`src/sv/assert_macros.svh`:
```
// assertion macros shared by the calendar time set editor rtl
// no dependencies; included by files that carry concurrent assertions
`ifndef ASSERT_MACROS_SVH
`define ASSERT_MACROS_SVH

// property must hold at every clock edge outside reset
`define ASSERT_ALWAYS(label, clk, rst, prop, msg) \
  label: assert property (@(posedge clk) disable iff (rst) (prop)) else $error(msg);

// consequent must hold whenever the antecedent holds, same edge
`define ASSERT_IMPLIES(label, clk, rst, ante, cons, msg) \
  label: assert property (@(posedge clk) disable iff (rst) (ante) |-> (cons)) else $error(msg);

`endif

```
`src/sv/cte_pkg.sv`:
```
// package for the calendar time set editor: key codes, field codes, limits
// and the month length function; no dependencies
package cte_pkg;

  // key and load codes carried in func
  typedef enum logic [2:0] {
    FUNC_LEFT  = 3'd0,
    FUNC_RIGHT = 3'd1,
    FUNC_DOWN  = 3'd2,
    FUNC_UP    = 3'd3,
    FUNC_SET   = 3'd4,
    FUNC_LOAD  = 3'd5
  } func_t;

  // selectable time fields
  typedef enum logic [2:0] {
    ITEM_YEAR    = 3'd0,
    ITEM_MONTH   = 3'd1,
    ITEM_DAY     = 3'd2,
    ITEM_WEEKDAY = 3'd3,
    ITEM_HOUR    = 3'd4,
    ITEM_MINUTE  = 3'd5,
    ITEM_SECOND  = 3'd6
  } item_t;

  // field limits on a common 7-bit scale
  localparam logic [6:0] YEAR_MAX    = 7'd99;
  localparam logic [6:0] MONTH_MIN   = 7'd1;
  localparam logic [6:0] MONTH_MAX   = 7'd12;
  localparam logic [6:0] DAY_MIN     = 7'd1;
  localparam logic [6:0] WEEKDAY_MIN = 7'd1;
  localparam logic [6:0] WEEKDAY_MAX = 7'd7;
  localparam logic [6:0] HOUR_MAX    = 7'd23;
  localparam logic [6:0] MINSEC_MAX  = 7'd59;
  localparam logic [6:0] ZERO_MIN    = 7'd0;

  // one result item
  typedef struct packed {
    logic       editing;
    logic [2:0] item;
    logic [6:0] year;
    logic [3:0] month;
    logic [4:0] day;
    logic [2:0] weekday;
    logic [4:0] hour;
    logic [5:0] minute;
    logic [5:0] second;
    logic       commit;
  } result_t;

  // days in month for year 2000+yr; 2100 (yr 100) is the only
  // century year in reach that is not a leap year
  function automatic logic [4:0] month_len(input logic [6:0] yr, input logic [3:0] mo);
    logic leap;
    leap = (yr[1:0] == 2'b00) && (yr != 7'd100);
    case (mo)
      4'd4, 4'd6, 4'd9, 4'd11: month_len = 5'd30;
      4'd2:                    month_len = leap ? 5'd29 : 5'd28;
      default:                 month_len = 5'd31;
    endcase
  endfunction

  // step up with wrap to lo when at or above hi or below lo
  function automatic logic [6:0] wrap_up(input logic [6:0] v, input logic [6:0] lo,
                                         input logic [6:0] hi);
    wrap_up = (v >= hi || v < lo) ? lo : v + 7'd1;
  endfunction

  // step down with wrap to hi when at or below lo or above hi
  function automatic logic [6:0] wrap_down(input logic [6:0] v, input logic [6:0] lo,
                                           input logic [6:0] hi);
    wrap_down = (v <= lo || v > hi) ? hi : v - 7'd1;
  endfunction

  // saturate into lo..hi
  function automatic logic [6:0] sat(input logic [6:0] v, input logic [6:0] lo,
                                     input logic [6:0] hi);
    if (v < lo)      sat = lo;
    else if (v > hi) sat = hi;
    else             sat = v;
  endfunction

endpackage

```
`src/sv/cte_cmd_if.sv`:
```
// command channel of the calendar time set editor: key or load per transaction
// depends on nothing
interface cte_cmd_if;
  logic       valid;
  logic       ready;
  logic [2:0] func;
  logic [6:0] new_year;
  logic [3:0] new_month;
  logic [4:0] new_day;
  logic [2:0] new_weekday;
  logic [4:0] new_hour;
  logic [5:0] new_minute;
  logic [5:0] new_second;

  modport source (
    output valid, func, new_year, new_month, new_day, new_weekday,
           new_hour, new_minute, new_second,
    input  ready
  );

  modport sink (
    input  valid, func, new_year, new_month, new_day, new_weekday,
           new_hour, new_minute, new_second,
    output ready
  );
endinterface

```
`src/sv/cte_status_if.sv`:
```
// status channel of the calendar time set editor: edit state and time per transaction
// depends on nothing
interface cte_status_if;
  logic       valid;
  logic       ready;
  logic       editing;
  logic [2:0] item;
  logic [6:0] year;
  logic [3:0] month;
  logic [4:0] day;
  logic [2:0] weekday;
  logic [4:0] hour;
  logic [5:0] minute;
  logic [5:0] second;
  logic       commit;

  modport source (
    output valid, editing, item, year, month, day, weekday, hour, minute,
           second, commit,
    input  ready
  );

  modport sink (
    input  valid, editing, item, year, month, day, weekday, hour, minute,
           second, commit,
    output ready
  );
endinterface

```
`src/sv/calendar_time_set_editor.sv`:
```
// calendar time set editor top level: keypad edit state machine with skid output
// depends on cte_pkg, cte_cmd_if, cte_status_if and assert_macros.svh
//
// usage
//   cmd carries one key (left, right, down, up, set) or a time load per
//   transaction. status returns one transaction per command: edit flag,
//   selected field, the seven time fields after the update and a commit
//   pulse on the set key that leaves edit mode.
//   each result is registered into the output register, or into the skid
//   entry while status stalls. throughput: one command per cycle while
//   cmd.ready is high; the update is a single pass of wrap, clamp and
//   month length logic between the time registers. the output register
//   plus one skid entry let cmd take a new transaction while a result is
//   still waiting; cmd.ready drops only when both hold results, i.e. once
//   a command is taken into the skid entry while status stalls on a result.
//   reset (rst, synchronous) leaves edit mode, selects the year field,
//   sets the time to year 0, month 1, day 1, weekday 1, 00:00:00 and
//   empties both result slots.
`include "assert_macros.svh"

module calendar_time_set_editor (
  input  logic         clk,
  input  logic         rst,
  cte_cmd_if.sink      cmd,
  cte_status_if.source status
);

  // edit and time state
  logic       edit_active,   edit_active_next;
  logic [2:0] cursor,        cursor_next;
  logic [6:0] year_count,    year_next;
  logic [3:0] month_count,   month_next;
  logic [4:0] day_count,     day_next;
  logic [2:0] weekday_count, weekday_next;
  logic [4:0] hour_count,    hour_next;
  logic [5:0] minute_count,  minute_next;
  logic [5:0] second_count,  second_next;
  logic       commit_next;

  logic [4:0] cur_len;
  logic [4:0] new_len;
  logic       step;
  logic       step_up;

  // output register and skid entry
  cte_pkg::result_t result_next;
  cte_pkg::result_t out_data;
  cte_pkg::result_t skid_data;
  logic             out_valid;
  logic             skid_valid;

  logic cmd_take;
  logic out_free;

  assign cmd.ready = !skid_valid;
  assign cmd_take  = cmd.valid && cmd.ready;
  assign out_free  = !out_valid || status.ready;

  assign cur_len = cte_pkg::month_len(year_count, month_count);
  assign step_up = (cmd.func == cte_pkg::FUNC_UP);
  assign step    = edit_active &&
                   (cmd.func == cte_pkg::FUNC_UP || cmd.func == cte_pkg::FUNC_DOWN);

  // next state for one command
  always_comb begin
    edit_active_next = edit_active;
    cursor_next      = cursor;
    year_next        = year_count;
    month_next       = month_count;
    day_next         = day_count;
    weekday_next     = weekday_count;
    hour_next        = hour_count;
    minute_next      = minute_count;
    second_next      = second_count;
    commit_next      = 1'b0;

    if (!edit_active) begin
      if (cmd.func == cte_pkg::FUNC_SET) begin
        edit_active_next = 1'b1;
        cursor_next      = cte_pkg::ITEM_YEAR;
      end else if (cmd.func == cte_pkg::FUNC_LOAD) begin
        year_next    = cte_pkg::sat(cmd.new_year, cte_pkg::ZERO_MIN, cte_pkg::YEAR_MAX);
        month_next   = 4'(cte_pkg::sat(7'(cmd.new_month), cte_pkg::MONTH_MIN,
                                       cte_pkg::MONTH_MAX));
        day_next     = (cmd.new_day == 5'd0) ? 5'(cte_pkg::DAY_MIN) : cmd.new_day;
        weekday_next = (cmd.new_weekday == 3'd0) ? 3'(cte_pkg::WEEKDAY_MIN)
                                                 : cmd.new_weekday;
        hour_next    = 5'(cte_pkg::sat(7'(cmd.new_hour), cte_pkg::ZERO_MIN,
                                       cte_pkg::HOUR_MAX));
        minute_next  = 6'(cte_pkg::sat(7'(cmd.new_minute), cte_pkg::ZERO_MIN,
                                       cte_pkg::MINSEC_MAX));
        second_next  = 6'(cte_pkg::sat(7'(cmd.new_second), cte_pkg::ZERO_MIN,
                                       cte_pkg::MINSEC_MAX));
      end
    end else begin
      case (cmd.func)
        cte_pkg::FUNC_LEFT: begin
          cursor_next = (cursor == cte_pkg::ITEM_YEAR || cursor > cte_pkg::ITEM_SECOND)
                        ? cte_pkg::ITEM_SECOND : cursor - 3'd1;
        end
        cte_pkg::FUNC_RIGHT: begin
          cursor_next = (cursor >= cte_pkg::ITEM_SECOND) ? cte_pkg::ITEM_YEAR
                                                         : cursor + 3'd1;
        end
        cte_pkg::FUNC_SET: begin
          edit_active_next = 1'b0;
          commit_next      = 1'b1;
        end
        default: begin
        end
      endcase

      // up or down on the selected field
      if (step) begin
        case (cursor)
          cte_pkg::ITEM_YEAR: begin
            year_next = step_up
              ? cte_pkg::wrap_up(year_count, cte_pkg::ZERO_MIN, cte_pkg::YEAR_MAX)
              : cte_pkg::wrap_down(year_count, cte_pkg::ZERO_MIN, cte_pkg::YEAR_MAX);
          end
          cte_pkg::ITEM_MONTH: begin
            month_next = 4'(step_up
              ? cte_pkg::wrap_up(7'(month_count), cte_pkg::MONTH_MIN, cte_pkg::MONTH_MAX)
              : cte_pkg::wrap_down(7'(month_count), cte_pkg::MONTH_MIN,
                                   cte_pkg::MONTH_MAX));
          end
          cte_pkg::ITEM_DAY: begin
            if (step_up) day_next = (day_count >= cur_len) ? 5'd1 : day_count + 5'd1;
            else         day_next = (day_count <= 5'd1) ? cur_len : day_count - 5'd1;
          end
          cte_pkg::ITEM_WEEKDAY: begin
            weekday_next = 3'(step_up
              ? cte_pkg::wrap_up(7'(weekday_count), cte_pkg::WEEKDAY_MIN,
                                 cte_pkg::WEEKDAY_MAX)
              : cte_pkg::wrap_down(7'(weekday_count), cte_pkg::WEEKDAY_MIN,
                                   cte_pkg::WEEKDAY_MAX));
          end
          cte_pkg::ITEM_HOUR: begin
            hour_next = 5'(step_up
              ? cte_pkg::wrap_up(7'(hour_count), cte_pkg::ZERO_MIN, cte_pkg::HOUR_MAX)
              : cte_pkg::wrap_down(7'(hour_count), cte_pkg::ZERO_MIN, cte_pkg::HOUR_MAX));
          end
          cte_pkg::ITEM_MINUTE: begin
            minute_next = 6'(step_up
              ? cte_pkg::wrap_up(7'(minute_count), cte_pkg::ZERO_MIN, cte_pkg::MINSEC_MAX)
              : cte_pkg::wrap_down(7'(minute_count), cte_pkg::ZERO_MIN,
                                   cte_pkg::MINSEC_MAX));
          end
          cte_pkg::ITEM_SECOND: begin
            second_next = 6'(step_up
              ? cte_pkg::wrap_up(7'(second_count), cte_pkg::ZERO_MIN, cte_pkg::MINSEC_MAX)
              : cte_pkg::wrap_down(7'(second_count), cte_pkg::ZERO_MIN,
                                   cte_pkg::MINSEC_MAX));
          end
          default: begin
          end
        endcase
      end
    end

    // year or month change pulls the day down to the new month length
    new_len = cte_pkg::month_len(year_next, month_next);
    if (step && (cursor == cte_pkg::ITEM_YEAR || cursor == cte_pkg::ITEM_MONTH) &&
        day_next > new_len) begin
      day_next = new_len;
    end

    result_next.editing = edit_active_next;
    result_next.item    = cursor_next;
    result_next.year    = year_next;
    result_next.month   = month_next;
    result_next.day     = day_next;
    result_next.weekday = weekday_next;
    result_next.hour    = hour_next;
    result_next.minute  = minute_next;
    result_next.second  = second_next;
    result_next.commit  = commit_next;
  end

  // state registers, updated once per accepted command
  always_ff @(posedge clk) begin
    if (rst) begin
      edit_active   <= 1'b0;
      cursor        <= cte_pkg::ITEM_YEAR;
      year_count    <= 7'd0;
      month_count   <= 4'd1;
      day_count     <= 5'd1;
      weekday_count <= 3'd1;
      hour_count    <= 5'd0;
      minute_count  <= 6'd0;
      second_count  <= 6'd0;
    end else if (cmd_take) begin
      edit_active   <= edit_active_next;
      cursor        <= cursor_next;
      year_count    <= year_next;
      month_count   <= month_next;
      day_count     <= day_next;
      weekday_count <= weekday_next;
      hour_count    <= hour_next;
      minute_count  <= minute_next;
      second_count  <= second_next;
    end
  end

  // output register with one skid entry
  always_ff @(posedge clk) begin
    if (rst) begin
      out_valid  <= 1'b0;
      skid_valid <= 1'b0;
    end else if (out_free) begin
      if (skid_valid) begin
        out_data   <= skid_data;
        out_valid  <= 1'b1;
        skid_valid <= 1'b0;
      end else if (cmd_take) begin
        out_data  <= result_next;
        out_valid <= 1'b1;
      end else begin
        out_valid <= 1'b0;
      end
    end else if (cmd_take) begin
      skid_data  <= result_next;
      skid_valid <= 1'b1;
    end
  end

  // status channel drive
  assign status.valid   = out_valid;
  assign status.editing = out_data.editing;
  assign status.item    = out_data.item;
  assign status.year    = out_data.year;
  assign status.month   = out_data.month;
  assign status.day     = out_data.day;
  assign status.weekday = out_data.weekday;
  assign status.hour    = out_data.hour;
  assign status.minute  = out_data.minute;
  assign status.second  = out_data.second;
  assign status.commit  = out_data.commit;

  // assertions
  `ASSERT_IMPLIES(a_skid_needs_out, clk, rst, skid_valid, out_valid,
                  "skid entry holds a result while the output register is empty")
  `ASSERT_IMPLIES(a_commit_leaves_edit, clk, rst, out_valid && out_data.commit,
                  !out_data.editing, "commit shown while still in edit mode")
  `ASSERT_ALWAYS(a_cursor_range, clk, rst, cursor <= cte_pkg::ITEM_SECOND,
                 "selected field beyond second")
  `ASSERT_ALWAYS(a_month_range, clk, rst, month_count >= 4'd1 && month_count <= 4'd12,
                 "month out of range")
  `ASSERT_IMPLIES(a_enter_at_year, clk, rst, $rose(edit_active),
                  cursor == cte_pkg::ITEM_YEAR, "edit mode entered away from year field")

endmodule

```
`src/flat_wrapper.sv`:
```
// flat-port wrapper written by rule: the top's interface ports become plain ports
module calendar_time_set_editor_flat 
  (clk, rst, cmd_valid, cmd_func, cmd_new_year, cmd_new_month, cmd_new_day, cmd_new_weekday, cmd_new_hour, cmd_new_minute, cmd_new_second, cmd_ready, status_valid, status_editing, status_item, status_year, status_month, status_day, status_weekday, status_hour, status_minute, status_second, status_commit, status_ready);
  cte_cmd_if cmd_i ();
  cte_status_if status_i ();
  input  logic clk;
  input  logic rst;
  input wire logic [$bits(cmd_i.valid)-1:0] cmd_valid;
  input wire logic [$bits(cmd_i.func)-1:0] cmd_func;
  input wire logic [$bits(cmd_i.new_year)-1:0] cmd_new_year;
  input wire logic [$bits(cmd_i.new_month)-1:0] cmd_new_month;
  input wire logic [$bits(cmd_i.new_day)-1:0] cmd_new_day;
  input wire logic [$bits(cmd_i.new_weekday)-1:0] cmd_new_weekday;
  input wire logic [$bits(cmd_i.new_hour)-1:0] cmd_new_hour;
  input wire logic [$bits(cmd_i.new_minute)-1:0] cmd_new_minute;
  input wire logic [$bits(cmd_i.new_second)-1:0] cmd_new_second;
  output wire logic [$bits(cmd_i.ready)-1:0] cmd_ready;
  output wire logic [$bits(status_i.valid)-1:0] status_valid;
  output wire logic [$bits(status_i.editing)-1:0] status_editing;
  output wire logic [$bits(status_i.item)-1:0] status_item;
  output wire logic [$bits(status_i.year)-1:0] status_year;
  output wire logic [$bits(status_i.month)-1:0] status_month;
  output wire logic [$bits(status_i.day)-1:0] status_day;
  output wire logic [$bits(status_i.weekday)-1:0] status_weekday;
  output wire logic [$bits(status_i.hour)-1:0] status_hour;
  output wire logic [$bits(status_i.minute)-1:0] status_minute;
  output wire logic [$bits(status_i.second)-1:0] status_second;
  output wire logic [$bits(status_i.commit)-1:0] status_commit;
  input wire logic [$bits(status_i.ready)-1:0] status_ready;
  assign cmd_i.valid = cmd_valid;
  assign cmd_i.func = cmd_func;
  assign cmd_i.new_year = cmd_new_year;
  assign cmd_i.new_month = cmd_new_month;
  assign cmd_i.new_day = cmd_new_day;
  assign cmd_i.new_weekday = cmd_new_weekday;
  assign cmd_i.new_hour = cmd_new_hour;
  assign cmd_i.new_minute = cmd_new_minute;
  assign cmd_i.new_second = cmd_new_second;
  assign cmd_ready = cmd_i.ready;
  assign status_valid = status_i.valid;
  assign status_editing = status_i.editing;
  assign status_item = status_i.item;
  assign status_year = status_i.year;
  assign status_month = status_i.month;
  assign status_day = status_i.day;
  assign status_weekday = status_i.weekday;
  assign status_hour = status_i.hour;
  assign status_minute = status_i.minute;
  assign status_second = status_i.second;
  assign status_commit = status_i.commit;
  assign status_i.ready = status_ready;
  calendar_time_set_editor u_core (.clk(clk), .rst(rst), .cmd(cmd_i), .status(status_i));
endmodule
```
`config.mk`:
```
export PLATFORM = sky130hd
export DESIGN_NAME = calendar_time_set_editor_flat
export DESIGN_NICKNAME = d
export VERILOG_FILES = /design/src/sv/cte_pkg.sv /design/src/sv/cte_cmd_if.sv /design/src/sv/cte_status_if.sv /design/src/sv/calendar_time_set_editor.sv /design/src/flat_wrapper.sv
export VERILOG_INCLUDE_DIRS = /design/src /design/src/sv
export SDC_FILE = /design/constraint.sdc
export NUM_CORES = 1
export LEC_CHECK = 0
export ABC_AREA = 1
export BUFFER_PORTS_ARGS = -buffer_cell sky130_fd_sc_hd__buf_2
export CAP_MARGIN = 20
export CORE_MARGIN = 2
export CORE_UTILIZATION = 60
export CTS_CLUSTER_DIAMETER = 120
export CTS_CLUSTER_SIZE = 16
export DETAILED_ROUTE_END_ITERATION = 8
export PLACE_DENSITY = 0.77
export SLEW_MARGIN = 25
export SYNTH_ARGS = -nofsm -noshare
export SYNTH_HDL_FRONTEND = slang
export SYNTH_SLANG_ARGS = --single-unit
```
`constraint.sdc`:
```
create_clock -name clk -period 6.3 [get_ports clk]
set_input_delay 0.315 -clock clk [delete_from_list [all_inputs] [get_ports clk]]
set_output_delay 0.315 -clock clk [all_outputs]
set_load 0.03 [all_outputs]
```
Word-level counts from Yosys, hierarchy flattened
Index checks and enable logic that the tools add are counted.

word-level totals
  logic and storage cells = 219
  flip-flop bits (word level) = 124
  input port bits = 43
  output and inout bits = 43

cells by class
  $lt $le $gt $ge = 32
  multiplexer cells = 83
  equal/unequal tests = 23
  reduce and logical (&&, ||, !) cells = 32
  add/sub/neg operators = 16
  bitwise gates (word level) = 2

operators with widths
  cell                                                                           count
  6-bit two-way mux                                                              18
  5-bit two-way mux                                                              19
  41-bit two-way mux                                                             2
  7-bit two-way mux                                                              10
  4-bit two-way mux                                                              10
  3-bit two-way mux                                                              13
  6-bit greater-than comparator (second input constant)                          4
  5-bit case mux with 2 select lines                                             2
  4-bit by 3-bit == test with 1-bit output (second input constant)               4
  4-bit == test (second input constant)                                          4
  3-bit == test (second input constant)                                          5
  7-bit greater-than comparator (second input constant)                          2
  7-bit by 1-bit less-than comparator with 1-bit output (second input constant)  2
  7-bit inequality test (second input constant)                                  2
  6-bit by 1-bit adder with 6-bit output (second input constant)                 2
  3-bit by 2-bit == test with 1-bit output (second input constant)               4
  6-bit greater-or-equal comparator (second input constant)                      2
  6-bit by 1-bit <= comparator with 1-bit output (second input constant)         2
  1-bit logical OR                                                               12
  6-bit by 1-bit subtractor with 6-bit output (second input constant)            2
  5-bit by 1-bit adder with 5-bit output (second input constant)                 2
  5-bit greater-than comparator (second input constant)                          2
  5-bit by 1-bit <= comparator with 1-bit output (second input constant)         2
  5-bit by 1-bit subtractor with 5-bit output (second input constant)            2
  33 further kinds                                                               59

Depth between registers and ports, before layout
  word-level depth = 16
  depth in mapped cells = 26
  mapped depth without buffers = 26

Least setup slack after synthesis
Ideal clock, no wire load.

  kind = flip-flop to flip-flop
  start = register u_core.skid_valid
  end = register u_core.skid_data[0] (netlist bit), enable pin
  stages on the path, launching flop included = 7
  buffers on the path = 3
  arrival time = 2.966 ns
  library setup time = 0.439 ns
  period minus slack after synthesis = 3.406 ns
  data required time = 5.861 ns
  path slack = 2.894 ns
  cell sequence = dfxtp_1 clkbuf_1 nor2_1 inv_1 clkbuf_1 clkbuf_1 nor2_1

on the way
  word-level cells in the longest chain between the ends = 3

ends and longest elaborated chain
  item                                  RTL line                         text
  from (decl)                           calendar_time_set_editor.sv:50   logic skid_valid;
  from (signal assigned)                calendar_time_set_editor.sv:209  skid_valid <= 1'b0;
  from (signal assigned)                calendar_time_set_editor.sv:214  skid_valid <= 1'b0;
  from (signal assigned)                calendar_time_set_editor.sv:223  skid_valid <= 1'b1;
  1-bit logical NOT                     calendar_time_set_editor.sv:55   assign cmd.ready = !skid_valid;
  1-bit logical AND                     calendar_time_set_editor.sv:56   assign cmd_take = cmd.valid && cmd.ready;
  3-bit AND reduction (no source line)  --
  to (signal assigned)                  calendar_time_set_editor.sv:222  skid_data <= result_next;
  to (decl)                             calendar_time_set_editor.sv:48   cte_pkg::result_t skid_data;

No other way between the ends.
A chain may end at the register's enable or synchronous reset.

Final worst setup path
  start = register u_core.edit_active
  end = register u_core.out_data, in the netlist u_core.status.day[0] (data pin)

on the way
  word-level cells in the longest chain between the ends = 12
  elaborated cells on any way between the ends = 24
  classes of those cells = order compare (1); eq/ne (6); mux (11); reduce/logical (6)

ends and longest elaborated chain
  item                                                        RTL line                         text
  from (decl)                                                 calendar_time_set_editor.sv:29   logic edit_active, edit_active_next;
  from (signal assigned)                                      calendar_time_set_editor.sv:193  edit_active <= edit_active_next;
  1-bit logical AND                                           calendar_time_set_editor.sv:61   assign step = edit_active &&
  7-bit two-way mux                                           calendar_time_set_editor.sv:114  if (step) begin
  7-bit two-way mux                                           calendar_time_set_editor.sv:77   if (!edit_active) begin
  7-bit inequality test or 2-bit logical NOT (tied branches)  cte_pkg.sv:55                    leap = (yr[1:0] == 2'b00) && (yr != 7'd100);
  1-bit logical AND                                           cte_pkg.sv:55
  1-bit two-way mux                                           cte_pkg.sv:58                    4'd2: month_len = leap ? 5'd29 : 5'd28;
  5-bit case mux with 2 select lines                          cte_pkg.sv:56                    case (mo)
  5-bit greater-than comparator                               calendar_time_set_editor.sv:164  day_next > new_len) begin
  1-bit logical AND                                           calendar_time_set_editor.sv:163  if (step && (cursor == cte_pkg::ITEM_YEAR || cursor == cte_pkg::ITEM_MONTH) &&
  5-bit two-way mux (*)                                       calendar_time_set_editor.sv:163
  named net u_core.day_next[0]                                calendar_time_set_editor.sv:33   logic [4:0] day_count, day_next;
  41-bit two-way mux (*)                                      calendar_time_set_editor.sv:215  end else if (cmd_take) begin
  41-bit two-way mux (*)                                      calendar_time_set_editor.sv:211  if (skid_valid) begin
  to (signal assigned)                                        calendar_time_set_editor.sv:212  out_data <= skid_data;
  to (signal assigned)                                        calendar_time_set_editor.sv:216  out_data <= result_next;
  to (decl)                                                   calendar_time_set_editor.sv:47   cte_pkg::result_t out_data;

The timed path passes the listed nets; every way through them passes the cells marked *. The select of a mux whose other input is x is not followed.

==> flow_metrics.tcl <==
set metrics [dict create \
    cp.arrival_ps 4230 \
    die_h_um 119 \
    grt_pass1_wl_um 34400 \
    relSlewSlack 0.362 \
    die_w_um 119 \
    critPathKind "reg -> reg" \
    endpoint_kind "flop" \
    port_buffers 85 \
    die_area_um2 14200 \
    diodes 0 \
    drt_iter0_drc 863 \
    rsz0062_at_grt "false" \
    start_util 0.608 \
    synth.distinct_cells 51 \
    synthCells 1020 \
    gp_congestion 0.933 \
    critPathLaunchType "flop" \
    cts_sinks 124 \
    hold_ws_ps 205 \
    io_pins 86 \
    drcViolationCount 0 \
    power.density_nw_per_um2 271 \
    nNetsFinal 1158 \
    period_needed_ps 3930 \
    grt_use_total 0.308 \
    synth_area_um2 7960 \
    core-area_um2 13100 \
    htreeDepth 4 \
    syn_area_per_cell_um2 7.81 \
    syn_nets 1096 \
    skew_ps 7.61 \
    cp.required_ps 6600 \
    syn2layout_area_growth_pct 13.5 \
    clkLatencyLatePin_ps 430 \
    wl_per_cell_um 17.0 \
    vias 7463 \
    max_freq_ghz 0.255 \
    ir_worst_vdd_mv 0.159 \
    cp_max_fo 39 \
    ys_warn_count 0 \
    p_leak_nw 4.05 \
    ys_seq_area_frac 0.415 \
    async_reset_ff_frac 0 \
    antenna_found_initial 0 \
    synth_ff_type "edfxtp_1" \
    clockBufferDepth 2 \
    postCtsSetupBuffers 0 \
    dr.pass1.iters 8 \
    ys_ff_latch 124 \
    clock-root-buffer "clkbuf_16" \
    place_inst 1239 \
    grt_max_degree 66 \
    fin_area_um2 9030 \
    synth_edf_count 82 \
    drive_gt1_frac 0.155 \
    worst_pin_slew_ps 956 \
    overflow 0 \
    fin_tns_setup_ps 0 \
    dpl.hpwl_um 14600 \
    fin_cells 1271 \
    slew_viol_final 0 \
    vias_per_cell 5.87 \
    grt_pass1_vias 6710 \
    hold_path_class "in -> reg" \
    dpl_cell_area_um2 8440 \
    synthTopCellsByArea "edfxtp_1 (31%), dfxtp_1 (11%), nand2_1 (8.5%)" \
    layout_commonest_cell "nand2_1" \
    setup_viol 0 \
    synth_largest_area_cell "edfxtp_1" \
    cts_hold_buf 0 \
    antenna_left 0 \
    cts_inserted_buffers 17 \
    cap_viol_max_count 0 \
    mostFrequentLayoutCells "nand2_1 (180), inv_1 (127), a21oi_1 (100), o21ai_0 (96), buf_2 (85)" \
    cts_resized 0 \
    layout_worst_path_cycle_share 0.624 \
    fillCellCount 1070 \
    status "completed" \
    cts_tree "built" \
    hold_viol 0 \
    wirelength_um 21600 \
    clk_pin_slew_worst_paths_ps 60 \
    synth_top_area_share 0.309 \
    utilization 0.690 \
    rows 42 \
]
[layout make-up]
type                            instances  area (um^2)  area share
Clock inverter                         15          171      0.0190
Clock buffer                           17          425      0.0471
Sequential cell                       124         3300       0.366
Tap cell                              176          220      0.0244
Inverter                              144          541      0.0598
Timing Repair Buffer                   92          478      0.0529
Multi-Input combinational cell        703         3900       0.431
[per-layer routing]
metal / track usage / vias up / wire, um / share of wire
li1: - / 3622 / - / -
met2: 0.476 / 390 / 9720 / 0.45
met3: 0.0718 / 31 / 2010 / 0.093
met5: 0 / - / 0 / 0
met1: 0.424 / 3420 / 9520 / 0.44
met4: 0.109 / 0 / 340 / 0.016
[cells by family after synthesis]
kind of cell               share of synthesized area
AOI/OAI and AO/OA                              0.217
adders and majority gates                     0.0519
DFF                                            0.415
buffers and inverters                         0.0979
and+or+nand+nor                                0.193
xor gates and xnor gates                      0.0253
[critical path, stage by stage, from the launching register on]
cell,delay (ps)
dfxtp_1,300
buf_4,290
inv_2,570
nand2_1,400
o22ai_1,230
nor2_1,60
a21oi_1,220
nand3_1,110
o21ai_1,170
nand2_1,100
and2_1,150
ha_1,260
a221oi_1,350
nand2_1,140
nor2_4,120
nand3_2,90
nand2_2,80
nand2_1,50
nand2_1,90
[per-stage QoR]
| step | total power [W] | worst slack, ps |
|---|---|---|
| after detailed placement | 0.00145 | 2330 |
| after floorplan | 0.00133 | 2890 |
| after global routing | 0.00255 | 2010 |
| after CTS | 0.00245 | 2430 |
| after global placement | 0.00145 | 2430 |
| final | 0.00245 | 2370 |
[power breakdown]
part / total (W) / internal (W) / switching (W)
Clock: 0.000999 / 0.000620 / 0.000379
Sequential: 0.000975 / 0.000928 / 0.0000463
Combinational: 0.000476 / 0.000153 / 0.000323
[final timing paths]
kind / from / end / slack, ps / cells past startpoint
setup / recovery: u_core.edit_active / u_core.status.day[0] / 2370 / 18
hold / removal: cmd_valid / u_core.skid_valid / 210 / 3
setup reg to reg: u_core.edit_active / u_core.status.day[0] / 2370 / 18
hold reg to reg: u_core.skid_data[9] / u_core.status.minute[2] / 520 / 2
[cell usage after synthesis, types with 5 or more instances]
library cell  instances
o21ai_1              20
nand2_1             180
a31oi_1              23
clkbuf_1             25
a21oi_1             100
edfxtp_1             82
ha_1                 33
dfxtp_1              42
buf_2                14
o22ai_1               5
nand2_2               5
nand4_1              12
inv_1               127
nor3_1               10
o31ai_1               8
nor2_1               75
o221ai_1             10
inv_2                16
o211ai_1             14
nand3_1              43
o21ai_0              96
xor2_1               20
[registers in the layout (all words and copies together), names as in the netlist, 5 cells and up]
signal / cells
u_core.skid_data: 41
u_core.status.year: 7
u_core.year_count: 7
u_core.minute_count: 6
u_core.second_count: 6
u_core.status.minute: 6
u_core.status.second: 6
u_core.day_count: 5
u_core.hour_count: 5
u_core.status.day: 5
u_core.status.hour: 5
Note: power is estimated with default switching activity, not from simulation.
